==> config.mk <==
export PLATFORM = sky130hd
export DESIGN_NAME = signed_int_to_decimal_ascii_flat
export DESIGN_NICKNAME = d
export VERILOG_FILES = /design/src/design/sidta_pkg.sv /design/src/design/sidta_stream_if.sv /design/src/design/sidta_dp.sv /design/src/design/sidta_ctrl.sv /design/src/design/signed_int_to_decimal_ascii.sv /design/src/flat_wrapper.sv
export VERILOG_INCLUDE_DIRS = /design/src /design/src/design
export SDC_FILE = /design/constraint.sdc
export NUM_CORES = 1
export LEC_CHECK = 0
export ABC_AREA = 1
export BUFFER_PORTS_ARGS = -buffer_cell sky130_fd_sc_hd__buf_2
export CORE_MARGIN = 2
export CORE_UTILIZATION = 41
export DETAILED_ROUTE_END_ITERATION = 16
export SLEW_MARGIN = 20
export SYNTH_ARGS = -nofsm -noshare
export SYNTH_HDL_FRONTEND = slang
export SYNTH_SLANG_ARGS = --single-unit
==> constraint.sdc <==
create_clock -name clk_i -period 2.53 [get_ports clk_i]
set_input_delay 0.253 -clock clk_i [delete_from_list [all_inputs] [get_ports clk_i]]
set_output_delay 0.253 -clock clk_i [all_outputs]
set_load 0.1 [all_outputs]
==> src/design/signed_int_to_decimal_ascii_macros.svh <==
// Assertion macros used by the signed_int_to_decimal_ascii controller (sidta_ctrl).
// Expects clk_i and rst_ni in the scope of each use.
`ifndef SIGNED_INT_TO_DECIMAL_ASCII_MACROS_SVH
`define SIGNED_INT_TO_DECIMAL_ASCII_MACROS_SVH

// Check a condition on every clock edge outside reset.
`define SIDTA_ASSERT(label, cond) \
  label: assert property (@(posedge clk_i) disable iff (!rst_ni) (cond)) \
    else $error("sidta assertion failed");

// Check that a trigger is followed by a consequence in the next cycle.
`define SIDTA_ASSERT_NEXT(label, trig, cons) \
  label: assert property (@(posedge clk_i) disable iff (!rst_ni) (trig) |=> (cons)) \
    else $error("sidta sequence assertion failed");

`endif

==> src/design/sidta_pkg.sv <==
// Package for signed_int_to_decimal_ascii: widths, character codes,
// controller states and the command/status structs. No dependencies.
`default_nettype none

package sidta_pkg;

  localparam int VALUE_W     = 32;
  localparam int CHAR_W      = 8;
  localparam int DIGIT_W     = 4;
  localparam int NUM_DIGITS  = 10;
  localparam int BCD_W       = NUM_DIGITS * DIGIT_W;
  localparam int DIGIT_IDX_W = $clog2(NUM_DIGITS);
  localparam int CNT_W       = $clog2(VALUE_W);

  localparam logic [CHAR_W-1:0] CHAR_ZERO  = 8'h30;
  localparam logic [CHAR_W-1:0] CHAR_MINUS = 8'h2D;

  typedef enum logic [2:0] {
    ST_IDLE,
    ST_CONV,
    ST_LOCATE,
    ST_SIGN,
    ST_DIGIT
  } state_e;

  typedef struct packed {
    logic load;
    logic convert;
    logic locate;
    logic next_digit;
    logic emit_sign;
  } cmd_t;

  typedef struct packed {
    logic conv_done;
    logic neg;
    logic last_digit;
  } sts_t;

endpackage

`default_nettype wire

==> src/design/sidta_stream_if.sv <==
// Valid/ready stream interfaces for the input value and the output characters.
// Depends on sidta_pkg for the payload widths.
`default_nettype none

interface sidta_in_if;
  logic                               valid;
  logic                               ready;
  logic signed [sidta_pkg::VALUE_W-1:0] value;

  modport source (output valid, output value, input ready);
  modport sink   (input valid, input value, output ready);
endinterface

interface sidta_out_if;
  logic                          valid;
  logic                          ready;
  logic [sidta_pkg::CHAR_W-1:0]  character;
  logic                          last;

  modport source (output valid, output character, output last, input ready);
  modport sink   (input valid, input character, input last, output ready);
endinterface

`default_nettype wire

==> src/design/sidta_dp.sv <==
// Datapath: magnitude, shift-and-add-3 binary to BCD, digit pointer, character mux.
// Depends on sidta_pkg.
`default_nettype none

module sidta_dp (
  input  wire                                   clk_i,
  input  wire logic signed [sidta_pkg::VALUE_W-1:0] value_i,
  input  wire sidta_pkg::cmd_t                  cmd_i,
  output sidta_pkg::sts_t                       sts_o,
  output logic [sidta_pkg::CHAR_W-1:0]          character_o,
  output logic                                  last_o
);
  import sidta_pkg::*;

  logic [VALUE_W-1:0]     bin_q, bin_d;
  logic [BCD_W-1:0]       bcd_q, bcd_d;
  logic [CNT_W-1:0]       cnt_q, cnt_d;
  logic [DIGIT_IDX_W-1:0] dig_q, dig_d;
  logic                   neg_q, neg_d;
  logic [VALUE_W-1:0]     raw;
  logic [BCD_W-1:0]       adj;
  logic [DIGIT_IDX_W-1:0] top;
  logic [DIGIT_W-1:0]     digits [NUM_DIGITS];

  assign raw = $unsigned(value_i);

  always_comb begin
    for (int i = 0; i < NUM_DIGITS; i++) begin
      digits[i] = bcd_q[i*DIGIT_W +: DIGIT_W];
    end
  end

  // Add 3 to every BCD digit of five or more before the shift.
  always_comb begin
    for (int i = 0; i < NUM_DIGITS; i++) begin
      if (digits[i] >= DIGIT_W'(5)) begin
        adj[i*DIGIT_W +: DIGIT_W] = digits[i] + DIGIT_W'(3);
      end else begin
        adj[i*DIGIT_W +: DIGIT_W] = digits[i];
      end
    end
  end

  // Highest nonzero digit; zero keeps one digit.
  always_comb begin
    top = '0;
    for (int i = 0; i < NUM_DIGITS; i++) begin
      if (digits[i] != '0) begin
        top = DIGIT_IDX_W'(i);
      end
    end
  end

  always_comb begin
    bin_d = bin_q;
    bcd_d = bcd_q;
    cnt_d = cnt_q;
    dig_d = dig_q;
    neg_d = neg_q;
    if (cmd_i.load) begin
      neg_d = raw[VALUE_W-1];
      bin_d = raw[VALUE_W-1] ? (VALUE_W'(0) - raw) : raw;
      bcd_d = '0;
      cnt_d = '0;
    end else if (cmd_i.convert) begin
      bcd_d = {adj[BCD_W-2:0], bin_q[VALUE_W-1]};
      bin_d = {bin_q[VALUE_W-2:0], 1'b0};
      cnt_d = cnt_q + CNT_W'(1);
    end else if (cmd_i.locate) begin
      dig_d = top;
    end else if (cmd_i.next_digit) begin
      dig_d = dig_q - DIGIT_IDX_W'(1);
    end
  end

  always_ff @(posedge clk_i) begin
    bin_q <= bin_d;
    bcd_q <= bcd_d;
    cnt_q <= cnt_d;
    dig_q <= dig_d;
    neg_q <= neg_d;
  end

  assign sts_o.conv_done  = (cnt_q == CNT_W'(VALUE_W - 1));
  assign sts_o.neg        = neg_q;
  assign sts_o.last_digit = (dig_q == '0);

  assign character_o = cmd_i.emit_sign ? CHAR_MINUS
                                       : CHAR_ZERO + {{(CHAR_W-DIGIT_W){1'b0}}, digits[dig_q]};
  assign last_o      = !cmd_i.emit_sign && (dig_q == '0);

endmodule

`default_nettype wire

==> src/design/sidta_ctrl.sv <==
// Controller state machine: sequences load, conversion, digit search and output.
// Depends on sidta_pkg and signed_int_to_decimal_ascii_macros.svh.
`default_nettype none
`include "signed_int_to_decimal_ascii_macros.svh"

module sidta_ctrl (
  input  wire                   clk_i,
  input  wire                   rst_ni,
  input  wire                   in_valid_i,
  output logic                  in_ready_o,
  output logic                  out_valid_o,
  input  wire                   out_ready_i,
  input  wire sidta_pkg::sts_t  sts_i,
  output sidta_pkg::cmd_t       cmd_o
);
  import sidta_pkg::*;

  state_e state_q, state_d;

  always_ff @(posedge clk_i or negedge rst_ni) begin
    if (!rst_ni) begin
      state_q <= ST_IDLE;
    end else begin
      state_q <= state_d;
    end
  end

  always_comb begin
    state_d = state_q;
    case (state_q)
      ST_IDLE: begin
        if (in_valid_i) state_d = ST_CONV;
      end
      ST_CONV: begin
        if (sts_i.conv_done) state_d = ST_LOCATE;
      end
      ST_LOCATE: begin
        state_d = sts_i.neg ? ST_SIGN : ST_DIGIT;
      end
      ST_SIGN: begin
        if (out_ready_i) state_d = ST_DIGIT;
      end
      ST_DIGIT: begin
        if (out_ready_i && sts_i.last_digit) state_d = ST_IDLE;
      end
      default: state_d = ST_IDLE;
    endcase
  end

  always_comb begin
    cmd_o       = '0;
    in_ready_o  = 1'b0;
    out_valid_o = 1'b0;
    case (state_q)
      ST_IDLE: begin
        in_ready_o   = 1'b1;
        cmd_o.load   = in_valid_i;
      end
      ST_CONV: begin
        cmd_o.convert = 1'b1;
      end
      ST_LOCATE: begin
        cmd_o.locate = 1'b1;
      end
      ST_SIGN: begin
        out_valid_o     = 1'b1;
        cmd_o.emit_sign = 1'b1;
      end
      ST_DIGIT: begin
        out_valid_o      = 1'b1;
        cmd_o.next_digit = out_ready_i && !sts_i.last_digit;
      end
      default: begin
        cmd_o = '0;
      end
    endcase
  end

  `SIDTA_ASSERT_NEXT(a_accept_starts_conv, in_valid_i && in_ready_o, state_q == ST_CONV)
  `SIDTA_ASSERT_NEXT(a_conv_ends_locate, (state_q == ST_CONV) && sts_i.conv_done,
                     state_q == ST_LOCATE)
  `SIDTA_ASSERT(a_sign_only_negative, (state_q != ST_SIGN) || sts_i.neg)
  `SIDTA_ASSERT(a_no_accept_while_out, !(in_ready_o && out_valid_o))

endmodule

`default_nettype wire

==> src/design/signed_int_to_decimal_ascii.sv <==
// Top level of the signed 32-bit integer to decimal ASCII converter.
// Depends on sidta_pkg, sidta_stream_if, sidta_ctrl and sidta_dp.
//
//   port    dir   payload                 meaning
//   in_i    sink  value[31:0] signed      integer to convert
//   out_o   src   character[7:0], last    one ASCII character per transfer
//
// Steps: the input transfer, the shift-and-add-3 BCD conversion (one magnitude
// bit a cycle), a search for the leading digit, then the characters: a minus
// sign for a negative value, then the digits from the most significant.
// Reset clears only the controller state; the datapath is loaded per value.
// An output stall holds the current character; no new value is taken until
// the last character of the previous one has transferred.
`default_nettype none

module signed_int_to_decimal_ascii (
  input  wire          clk_i,
  input  wire          rst_ni,
  sidta_in_if.sink     in_i,
  sidta_out_if.source  out_o
);
  import sidta_pkg::*;

  cmd_t cmd;
  sts_t sts;

  // Controller: owns the handshakes and issues at most one command per cycle.
  sidta_ctrl u_ctrl (
    .clk_i       (clk_i),
    .rst_ni      (rst_ni),
    .in_valid_i  (in_i.valid),
    .in_ready_o  (in_i.ready),
    .out_valid_o (out_o.valid),
    .out_ready_i (out_o.ready),
    .sts_i       (sts),
    .cmd_o       (cmd)
  );

  // Datapath: magnitude, BCD digits and the character presented on out_o.
  sidta_dp u_dp (
    .clk_i       (clk_i),
    .value_i     (in_i.value),
    .cmd_i       (cmd),
    .sts_o       (sts),
    .character_o (out_o.character),
    .last_o      (out_o.last)
  );

endmodule

`default_nettype wire

==> src/flat_wrapper.sv <==
// flat-port wrapper written by rule: the top's interface ports become plain ports
module signed_int_to_decimal_ascii_flat import sidta_pkg::*;
  (clk_i, rst_ni, in_i_valid, in_i_value, in_i_ready, out_o_valid, out_o_character, out_o_last, out_o_ready);
  sidta_in_if in_i_i ();
  sidta_out_if out_o_i ();
  input  wire clk_i;
  input  wire rst_ni;
  input wire logic [$bits(in_i_i.valid)-1:0] in_i_valid;
  input wire logic [$bits(in_i_i.value)-1:0] in_i_value;
  output wire logic [$bits(in_i_i.ready)-1:0] in_i_ready;
  output wire logic [$bits(out_o_i.valid)-1:0] out_o_valid;
  output wire logic [$bits(out_o_i.character)-1:0] out_o_character;
  output wire logic [$bits(out_o_i.last)-1:0] out_o_last;
  input wire logic [$bits(out_o_i.ready)-1:0] out_o_ready;
  assign in_i_i.valid = in_i_valid;
  assign in_i_i.value = in_i_value;
  assign in_i_ready = in_i_i.ready;
  assign out_o_valid = out_o_i.valid;
  assign out_o_character = out_o_i.character;
  assign out_o_last = out_o_i.last;
  assign out_o_i.ready = out_o_ready;
  signed_int_to_decimal_ascii u_core (.clk_i(clk_i), .rst_ni(rst_ni), .in_i(in_i_i), .out_o(out_o_i));
endmodule
=== Yosys cells after proc, flatten, opt, wreduce, memory -nomap -nowiden ===
Cells that the tools add are included.

* Flip-flop bits (word level): 85
* Input bits: 36
* Output and inout port bits: 11

* Mux-type cells: 41
* Bitwise gates (word level): 3
* Equal/unequal tests: 9
* $lt $le $gt $ge: 11
* $add $sub $neg: 14
* Reductions and logical operators: 21

{| class="wikitable"
|+ Operators with widths
! operator !! count
|-
| $mux W32 || 3
|-
| $mux W4 || 21
|-
| $ge A4 B3 Y1 const B || 10
|-
| $add A4 B2 Y4 const B || 9
|-
| $reduce_bool A4 Y1 || 9
|-
| $sub A1 B32 Y32 const A || 1
|-
| $mux W3 || 6
|-
| $bmux W4 S4 || 1
|-
| $pmux W3 S5 || 1
|-
| $mux W1 || 8
|-
| $add A6 B4 Y7 const A || 1
|-
| $mux W7 || 1
|-
| $eq A3 B2 Y1 const B || 2
|-
| $ne A2 B2 Y1 const B || 3
|-
| $add A5 B1 Y5 const B || 1
|-
| $eq A5 B5 Y1 const B || 1
|-
| $ge A5 B5 Y1 const B || 1
|-
| $not A4 Y5 || 1
|-
| $logic_not A4 Y1 || 1
|-
| $reduce_and A4 Y1 || 1
|-
| $reduce_bool A2 Y1 || 2
|-
| $sub A4 B1 Y4 const B || 1
|-
| $add A3 B2 Y3 const B || 1
|-
| $eq A3 B1 Y1 const B || 1
|-
| other kinds (8) || 12
|}

=== Logic depth before layout (Yosys ltp) ===
Gate-level depths: netlist of run 1.

* Depth after elaboration: 11
* Depth in mapped cells: 12
* Mapped depth without buffers: 12

=== Cells and area by module ===
From an unflattened synthesis of run 1, not the netlist that was laid out.

* Cells, all modules: 793
* Area total of the unflattened synthesis: 5691.7 um^2

{| class="wikitable"
|+ Modules (own cells, without submodules)
! module !! area an instance (um^2) !! cells an instance !! times used
|-
| sidta_dp || 5410.2 || 750 || 1
|-
| sidta_ctrl || 281.5 || 43 || 1
|}

=== Worst setup path before layout of run 1 ===
OpenSTA, ideal clock, no wires.

* Kind: register -> output
* Start point: register u_core.u_dp.dig_q[0]
* End point: output port out_o_last
* Path buffers: 1
* Arrival: 3.147 ns
* Required time: 2.277 ns
* Setup slack: -0.870 ns
* Stages on the path, launching flop included: 6
* Path through: edfxtp_1 inv_1 clkbuf_1 ha_1 nand2_1 nor3_1

* Longest elaborated chain between the ends: 2

{| class="wikitable"
|+ RTL lines
! what !! RTL line !! text
|-
| start, declared || sidta_dp.sv:18 || <nowiki>logic [DIGIT_IDX_W-1:0] dig_q, dig_d;</nowiki>
|-
| start signal, assigned || sidta_dp.sv:80 || <nowiki>dig_q <= dig_d;</nowiki>
|-
| $logic_not A4 Y1 || sidta_dp.sv:90 || <nowiki>assign last_o = !cmd_i.emit_sign && (dig_q == '0);</nowiki>
|-
| $logic_and A1 B1 Y1 || sidta_dp.sv:90 ||
|-
| end, declared || flat_wrapper.sv:13 || <nowiki>output wire logic [$bits(out_o_i.last)-1:0] out_o_last;</nowiki>
|}

Every way passes these cells.

=== Worst setup path after layout of run 1 ===
* Start point: register u_core.u_dp.dig_q[1]
* End point: output port out_o_character[1]

* Longest elaborated chain between the ends: 6

{| class="wikitable"
|+ RTL lines
! what !! RTL line !! text
|-
| $not A4 Y5 (not written as such) || sidta_dp.sv:89 || <nowiki>: CHAR_ZERO + {{(CHAR_W-DIGIT_W){1'b0}}, digits[dig_q]};</nowiki>
|-
| $bmux W4 S4 || sidta_dp.sv:89 ||
|-
| $mux W4 (not written as such) (2 in series) || sidta_dp.sv:89 ||
|-
| $add A6 B4 Y7 || sidta_dp.sv:89 ||
|-
| $mux W7 || sidta_dp.sv:88 || <nowiki>assign character_o = cmd_i.emit_sign ? CHAR_MINUS</nowiki>
|-
| end, declared || flat_wrapper.sv:12 || <nowiki>output wire logic [$bits(out_o_i.character)-1:0] out_o_character;</nowiki>
|}

Every way passes these cells. The select of a mux whose other input is x is not followed.

==> results of run 1 <==
-- kinds of logic after synthesis --
family                   after synthesis  synth area share [%]
flip-flops                            85                  37.7
other                                  2                 0.136
adder cells (fa/ha/maj)               24                  5.42
AND/OR/NAND/NOR                      323                  25.2
XOR/XNOR                              25                  3.95
buffers and inverters                122                  9.30
AO/OA/AOI/OAI                        183                  18.3
-- stage by stage --
stage	instances	power [mW]	setup slack, ns	instance area [sq um]	util, %
5_1_grt	982	8.41	0.0622	6330	47.8
3_5_place_dp	965	6.31	0.461	5990	45.2
2_1_floorplan	765	5.29	-0.0176	5560	-
3_3_place_gp	965	6.18	0.497	5990	45.2
4_1_cts	982	7.86	0.200	6330	47.8
6_report	982	7.81	0.195	6330	47.8
-- cells in the final DEF (no fill, tap or decap), types with 5 or more instances in the layout --
cell type	n
a21oi_1	43
buf_12	6
buf_2	38
buf_4	8
clkbuf_16	9
dfxtp_1	45
edfxtp_1	37
ha_1	24
inv_1	89
nand2_1	160
nand3_1	58
nand4_1	8
nor2_1	65
nor2_2	6
nor3_1	8
o211ai_1	13
o21ai_0	88
o21ai_1	16
o31ai_1	5
xnor2_1	5
xor2_1	20
-- cell type report --
class	count	area share (%)
Clock inverter	7	1.80
Sequential cell	85	32.9
Clock buffer	9	3.56
Timing Repair Buffer	53	6.00
Tap cell	176	3.48
Multi-Input combinational cell	558	46.6
Inverter	94	5.61
-- power by group through the flow --
stage	Combinational [mW]	Sequential [mW]	Clock, mW
final	3.71	2.57	1.53
after global routing	4.17	2.64	1.60
after CTS	3.74	2.57	1.56
after detailed placement	3.72	2.58	0
after global placement	3.62	2.57	0
after floorplan	2.83	2.46	0
-- per-layer routing --
layer	global-route usage, %	vias up	wire [um]	part of all wire, %
met5	0	-	0	0
met4	8.94	0	288	2.1
met3	3.02	21	573	4.1
met2	35.1	130	6740	49
met1	23.9	2349	6210	45
li1	-	2615	-	-
-- state kept, by name, indices dropped and copies added (netlist names) --
name / flops
u_core.u_dp.bin_q: 32
u_core.u_ctrl.state_q: 3
u_core.u_dp.dig_q: 4
u_core.u_dp.neg_q: 1
u_core.u_dp.bcd_q: 40
u_core.u_dp.cnt_q: 5
-- how the worst max path moves through the flow --
stage | endpoint | slack [ns]
3_3_place_gp | u_core.u_dp.dig_q[1]$_DFFE_PP_ | 0.50
2_1_floorplan | out_o_last | -0.02
3_5_place_dp | u_core.u_dp.dig_q[1]$_DFFE_PP_ | 0.46
6_report | out_o_character[1] | 0.20
4_1_cts | out_o_character[1] | 0.20
5_1_grt | out_o_character[1] | 0.06
==> results.yml, run 1 <==
finish:
  finalNetCount: 861
  area_growth_pct: 14.3
  fillers: 1361
  regArea_sq_um: 2090
  drive_gt1_share_pct: 11.2
  multi_input_area_sq_um: 2950
  antennaDiodeCount: 0
route:
  drc_errors: 0
  drt-initial-drc-count: 292
  finalWirelength_um: 13800
  routed_via_density: 5.21
  ant_nets: 0
  avgRoutedWirePerCell_um: 14.1
  firstDrtPassIters: 5
  vias: 5115
power_and_ir_drop:
  pwr-share-seq_pct: 32.9
  clkPwrFrac_pct: 19.6
  switching_power_mw: 3.47
  intPower_mw: 4.34
  p_leak_nw: 2.77
  powerDensity_nw_per_um2: 1230
  max-vdd-ir-drop_mv: 0.516
  p_comb_share_pct: 47.5
  switching_share_pct: 44.4
clock_tree:
  cts_resized: 0
  clockBufferDepth: 2
  clkSinkCount: 85
  cts_setup_buffers: 0
  cts_made_buffers: 9
  cts_root_buffer: "clkbuf_16"
  cts_tree: "done"
  clk_latency_ns: 0.35
  postCtsHoldBufs: 1
  path_clk_slew_ns: 0.07
  cts_htree_levels: 3
synth:
  synth_flop_cell: "dfxtp_1"
  synth-edff-count: 37
  synth_area_leader_cell: "edfxtp_1"
  synth-seq-cells: 85
  postSynthAreaPerCell_sq_um: 7.25
  syn_inst: 764
  synthDistinctLibCells: 46
  netlist.area_leader.share_pct: 20.1
  synth_area_leaders: "edfxtp_1 20%, dfxtp_1 16%, nand2_1 11%, o21ai_0 7.9%, inv_1 6.0%"
  async_reset_ff_share_pct: 3.53
  synth.most_common_cell: "nand2_1"
  netlist_area_sq_um: 5540
  seq_area_frac_synth_pct: 37.7
  synthTopCellsByCount: "161 x nand2_1, 89 x inv_1, 88 x o21ai_0, 65 x nor2_1, 58 x nand3_1"
  yosysWarningCount: 0
grt:
  grt_remaining_overflow: 0
  grt_start_max_net_pins: 56
  first_global_vias: 5005
  grt_use_total_pct: 19.9
  grt_pass1_wl_um: 23000
  antenna_found_initial: 0
floorplanning:
  fp.dieArea_sq_um: 14500
  die_h_um: 120
  rows: 42
  ios: 47
  core_sq_um: 13200
  initial_core_util_pct: 41.8
  dieWidth_um: 120
critical_path:
  cp_common_cell: "nand3_1"
  crit_arrival_ns: 2.08
  ff2ff_path_depth: 5
  crit_chain: "clkinv_1 -> a21oi_1 -> o21ai_0 -> nand3_1 -> nand3_1 -> a21oi_2 -> buf_12"
  timing.rr.start: "u_core.u_dp.dig_q[1]$_DFFE_PP_"
  cp_top_family: "flip-flops"
  crit_path_start_kind: "flop"
  max_stage_delay_ns: 0.53
  rrSetupSlack_ns: 0.43
  criticalPathCategory: "flop to output port"
  crit_buf_inv: 2
  endpoint_kind: "output port"
  slowest_stage: "edfxtp_1"
  r2r_end: "u_core.u_dp.dig_q[0]$_DFFE_PP_"
  cp_max_fo: 10
  path_depth: 7
  crit_required_ns: 2.28
  critPathLaunch: "u_core.u_dp.dig_q[1]$_DFFE_PP_"
sta:
  relSlewSlack_pct: 58.6
  min_period_over_period_pct: 92.3
  finClkSkew_ns: 0.00801
  holdWs_ns: 0.147
  finalHoldViolCount: 0
  fin_setup_tns_ns: 0
  max_freq_mhz: 428
  drv_slew: 0
  rsz0062_at_grt: "false"
  max_slew.worst_pin.slew_ns: 0.615
  finalSetupViolations: 0
  fin_crit_ns: 2.33
placement:
  gp_congestion: 0.902
  port_buffers: 43
  hpwl_um: 10100
job:
  cap_violations: 0
min_path:
  whs_path_depth: 2
  min_from: "out_o_ready"
  hold_path.class: "input port to flop"
  worstHoldEndpoint: "u_core.u_ctrl.state_q[1]$_DFFE_PN0P_"
outcome:
  outcome: "complete, no violations"
Note: power is estimated with default switching activity, not from simulation.
==> run 2: changes to the inputs <==
- ABC_AREA: 1 -> unset
==> results.yml, run 2 <==
outcome:
  outcome: "complete, no violations"
synth:
  netlist_area_sq_um: 5260
  synth-seq-cells: 85
  synthTopCellsByCount: "67 x nand2_1, 61 x o21ai_0, 45 x dfxtp_1, 42 x a21oi_1, 39 x nor2_1"
  synth_area_leaders: "edfxtp_1 21%, dfxtp_1 17%, o21ai_0 5.8%, ha_1 5.7%, nand2_1 4.8%"
  netlist.area_leader.share_pct: 21.1
  async_reset_ff_share_pct: 3.53
  synth_area_leader_cell: "edfxtp_1"
  yosysWarningCount: 0
  syn_inst: 588
  seq_area_frac_synth_pct: 39.7
  postSynthAreaPerCell_sq_um: 8.95
  synth-edff-count: 37
  synthDistinctLibCells: 53
  synth.most_common_cell: "nand2_1"
  synth_flop_cell: "dfxtp_1"
route:
  finalWirelength_um: 11900
  ant_nets: 0
  vias: 4399
  avgRoutedWirePerCell_um: 14.8
  drt-initial-drc-count: 192
  routed_via_density: 5.49
  firstDrtPassIters: 6
  drc_errors: 0
placement:
  hpwl_um: 8310
  gp_congestion: 0.806
  port_buffers: 43
finish:
  antennaDiodeCount: 0
  final_cell_mix: "67 x nand2_1, 61 x o21ai_0, 45 x dfxtp_1, 43 x buf_2, 41 x a21oi_1"
  area_growth_pct: 13.8
  finalNetCount: 685
  regMostFlops: "u_core.u_dp.bcd_q"
  drive_gt1_share_pct: 13.8
  fillers: 1198
  layout_commonest_cell: "nand2_1"
  reg_top3: "u_core.u_dp.bcd_q (40), u_core.u_dp.bin_q (32), u_core.u_dp.cnt_q (5)"
  largest_reg_flops: 40
sta:
  drv_slew: 0
  min_period_over_period_pct: 95.2
  holdWs_ns: 0.233
  finalHoldViolCount: 0
  max_freq_mhz: 415
  fin_crit_ns: 2.41
  max_slew.worst_pin.slew_ns: 0.615
  relSlewSlack_pct: 59.0
  finalSetupViolations: 0
  finClkSkew_ns: 0.0118
  rsz0062_at_grt: "false"
  fin_setup_tns_ns: 0
critical_path:
  crit_required_ns: 2.28
  cp_top_family: "multiplexers"
  r2r_end: "u_core.u_dp.bin_q[24]$_DFFE_PN_"
  cp_max_fo: 9
  timing.rr.start: "u_core.u_ctrl.state_q[2]$_DFFE_PN0P_"
  crit_path_start_kind: "flop"
  criticalPathCategory: "flop to output port"
  crit_chain: "buf_12 -> mux4_2 -> mux2i_1 -> o22ai_1 -> and2_1 -> buf_2"
  crit_arrival_ns: 2.16
  max_stage_delay_ns: 0.50
  slowest_stage: "mux4_2"
  crit_buf_inv: 2
  ff2ff_path_depth: 4
  rrSetupSlack_ns: 0.31
  endpoint_kind: "output port"
floorplanning:
  initial_core_util_pct: 41.9
  ios: 47
  fp.dieArea_sq_um: 13800
  dieWidth_um: 117
  core_sq_um: 12600
  rows: 41
  die_h_um: 117
clock_tree:
  clockBufferDepth: 2
  clk_latency_ns: 0.34
  cts_htree_levels: 3
  cts_made_buffers: 9
  cts_tree: "done"
  cts_root_buffer: "clkbuf_16"
  path_clk_slew_ns: 0.07
  clkSinkCount: 85
power_and_ir_drop:
  p_leak_nw: 2.28
  max-vdd-ir-drop_mv: 0.445
  powerDensity_nw_per_um2: 1280
grt:
  first_global_vias: 4166
  grt_start_max_net_pins: 48
  antenna_found_initial: 0
  grt_remaining_overflow: 0
  grt_use_total_pct: 18.0
  grt_pass1_wl_um: 19600
job:
  cap_violations: 0
min_path:
  hold_path.class: "input port to asynchronous set/reset pin"
==> run 2: cell count changes after synthesis, sizes merged, moves of 11 or more <==
| cell | previous run | this run |
|---|---|---|
| nor2 | 73 | 39 |
| o21ai | 104 | 61 |
| clkbuf | 9 | 20 |
| nand2 | 163 | 68 |
| nand3 | 59 | 18 |
| nand2b | 0 | 15 |
| nor3b | 1 | 16 |
| inv | 93 | 28 |
==> run 2: power breakdown <==
part           switching, mW  internal, mW  leakage [nW]
Clock                  0.548         0.785         0.141
Sequential             0.511          2.22         0.756
Combinational           2.28          1.33          1.38
Total                   3.34          4.34          2.28
==> run 2: cells by family after synthesis <==
logic type / share of synthesized area, %
and+or+nand+nor: 18.4
AOI/OAI and AO/OA: 18.8
adders and majority gates: 5.71
buffers and inverters: 5.11
muxes: 5.35
other: 0.143
xor gates and xnor gates: 6.83
DFF: 39.7
==> run 2: metal layers <==
layer  track usage [%]  up-vias  share of wire (%)
met4              6.43        0                1.3
met5                 0        -                  0
met2              28.4       76                 47
met3              3.50       12                3.7
li1                  -     2199                  -
met1              24.7     2112                 48
==> run 2: worst register-to-register path: stages, from the launching register on <==
cell and delay [ns]:
dfrtp_1 0.49, or4b_4 0.67, clkinv_1 0.25, nand2_2 0.18
o311ai_0 0.42
==> run 2: worst max path at each step <==
stage                                                     from                              end  slack (ns)  cells after the start
final                           u_core.u_dp.dig_q[0]$_DFFE_PP_               out_o_character[1]        0.12                      6
after global routing            u_core.u_dp.dig_q[0]$_DFFE_PP_               out_o_character[1]        0.07                      6
after CTS                       u_core.u_dp.dig_q[0]$_DFFE_PP_               out_o_character[1]        0.14                      6
after detailed placement                         in_i_value[0]  u_core.u_dp.bin_q[30]$_DFFE_PN_        0.13                      8
after global placement                           in_i_value[0]  u_core.u_dp.bin_q[30]$_DFFE_PN_        0.21                      8
after floorplan           u_core.u_ctrl.state_q[0]$_DFFE_PN0P_               out_o_character[1]        0.01                      3
==> run 2: through the flow <==
stage / cell area (sq um) / util [%] / total power, mW / instances / setup WS [ns]
6_report: 5990 / 47.6 / 7.68 / 802 / 0.120
5_1_grt: 5990 / 47.6 / 8.24 / 802 / 0.0673
4_1_cts: 5990 / 47.6 / 7.73 / 802 / 0.144
3_5_place_dp: 5670 / 45.1 / 6.34 / 784 / 0.125
3_3_place_gp: 5670 / 45.1 / 6.24 / 784 / 0.212
2_1_floorplan: 5290 / - / 5.44 / 589 / 0.0102
==> run 2: timing repair <==
item                                    4_1_cts  5_1_grt
endpoints found under the hold margin         3        0
hold buffers                                  1        0
gates resized for setup                       0        0
setup buffers                                 1        0
endpoints found under the setup margin        4        0
==> run 2: cell type report <==
cell class / instances / area (sq um) / share of cell area [%]
Inverter: 29 / 109 / 1.82
Timing Repair Buffer: 57 / 348 / 5.81
Multi-Input combinational cell: 443 / 2940 / 49.0
Tap cell: 172 / 215 / 3.59
Sequential cell: 85 / 2090 / 34.9
Clock buffer: 11 / 243 / 4.05
Clock inverter: 5 / 50.0 / 0.836
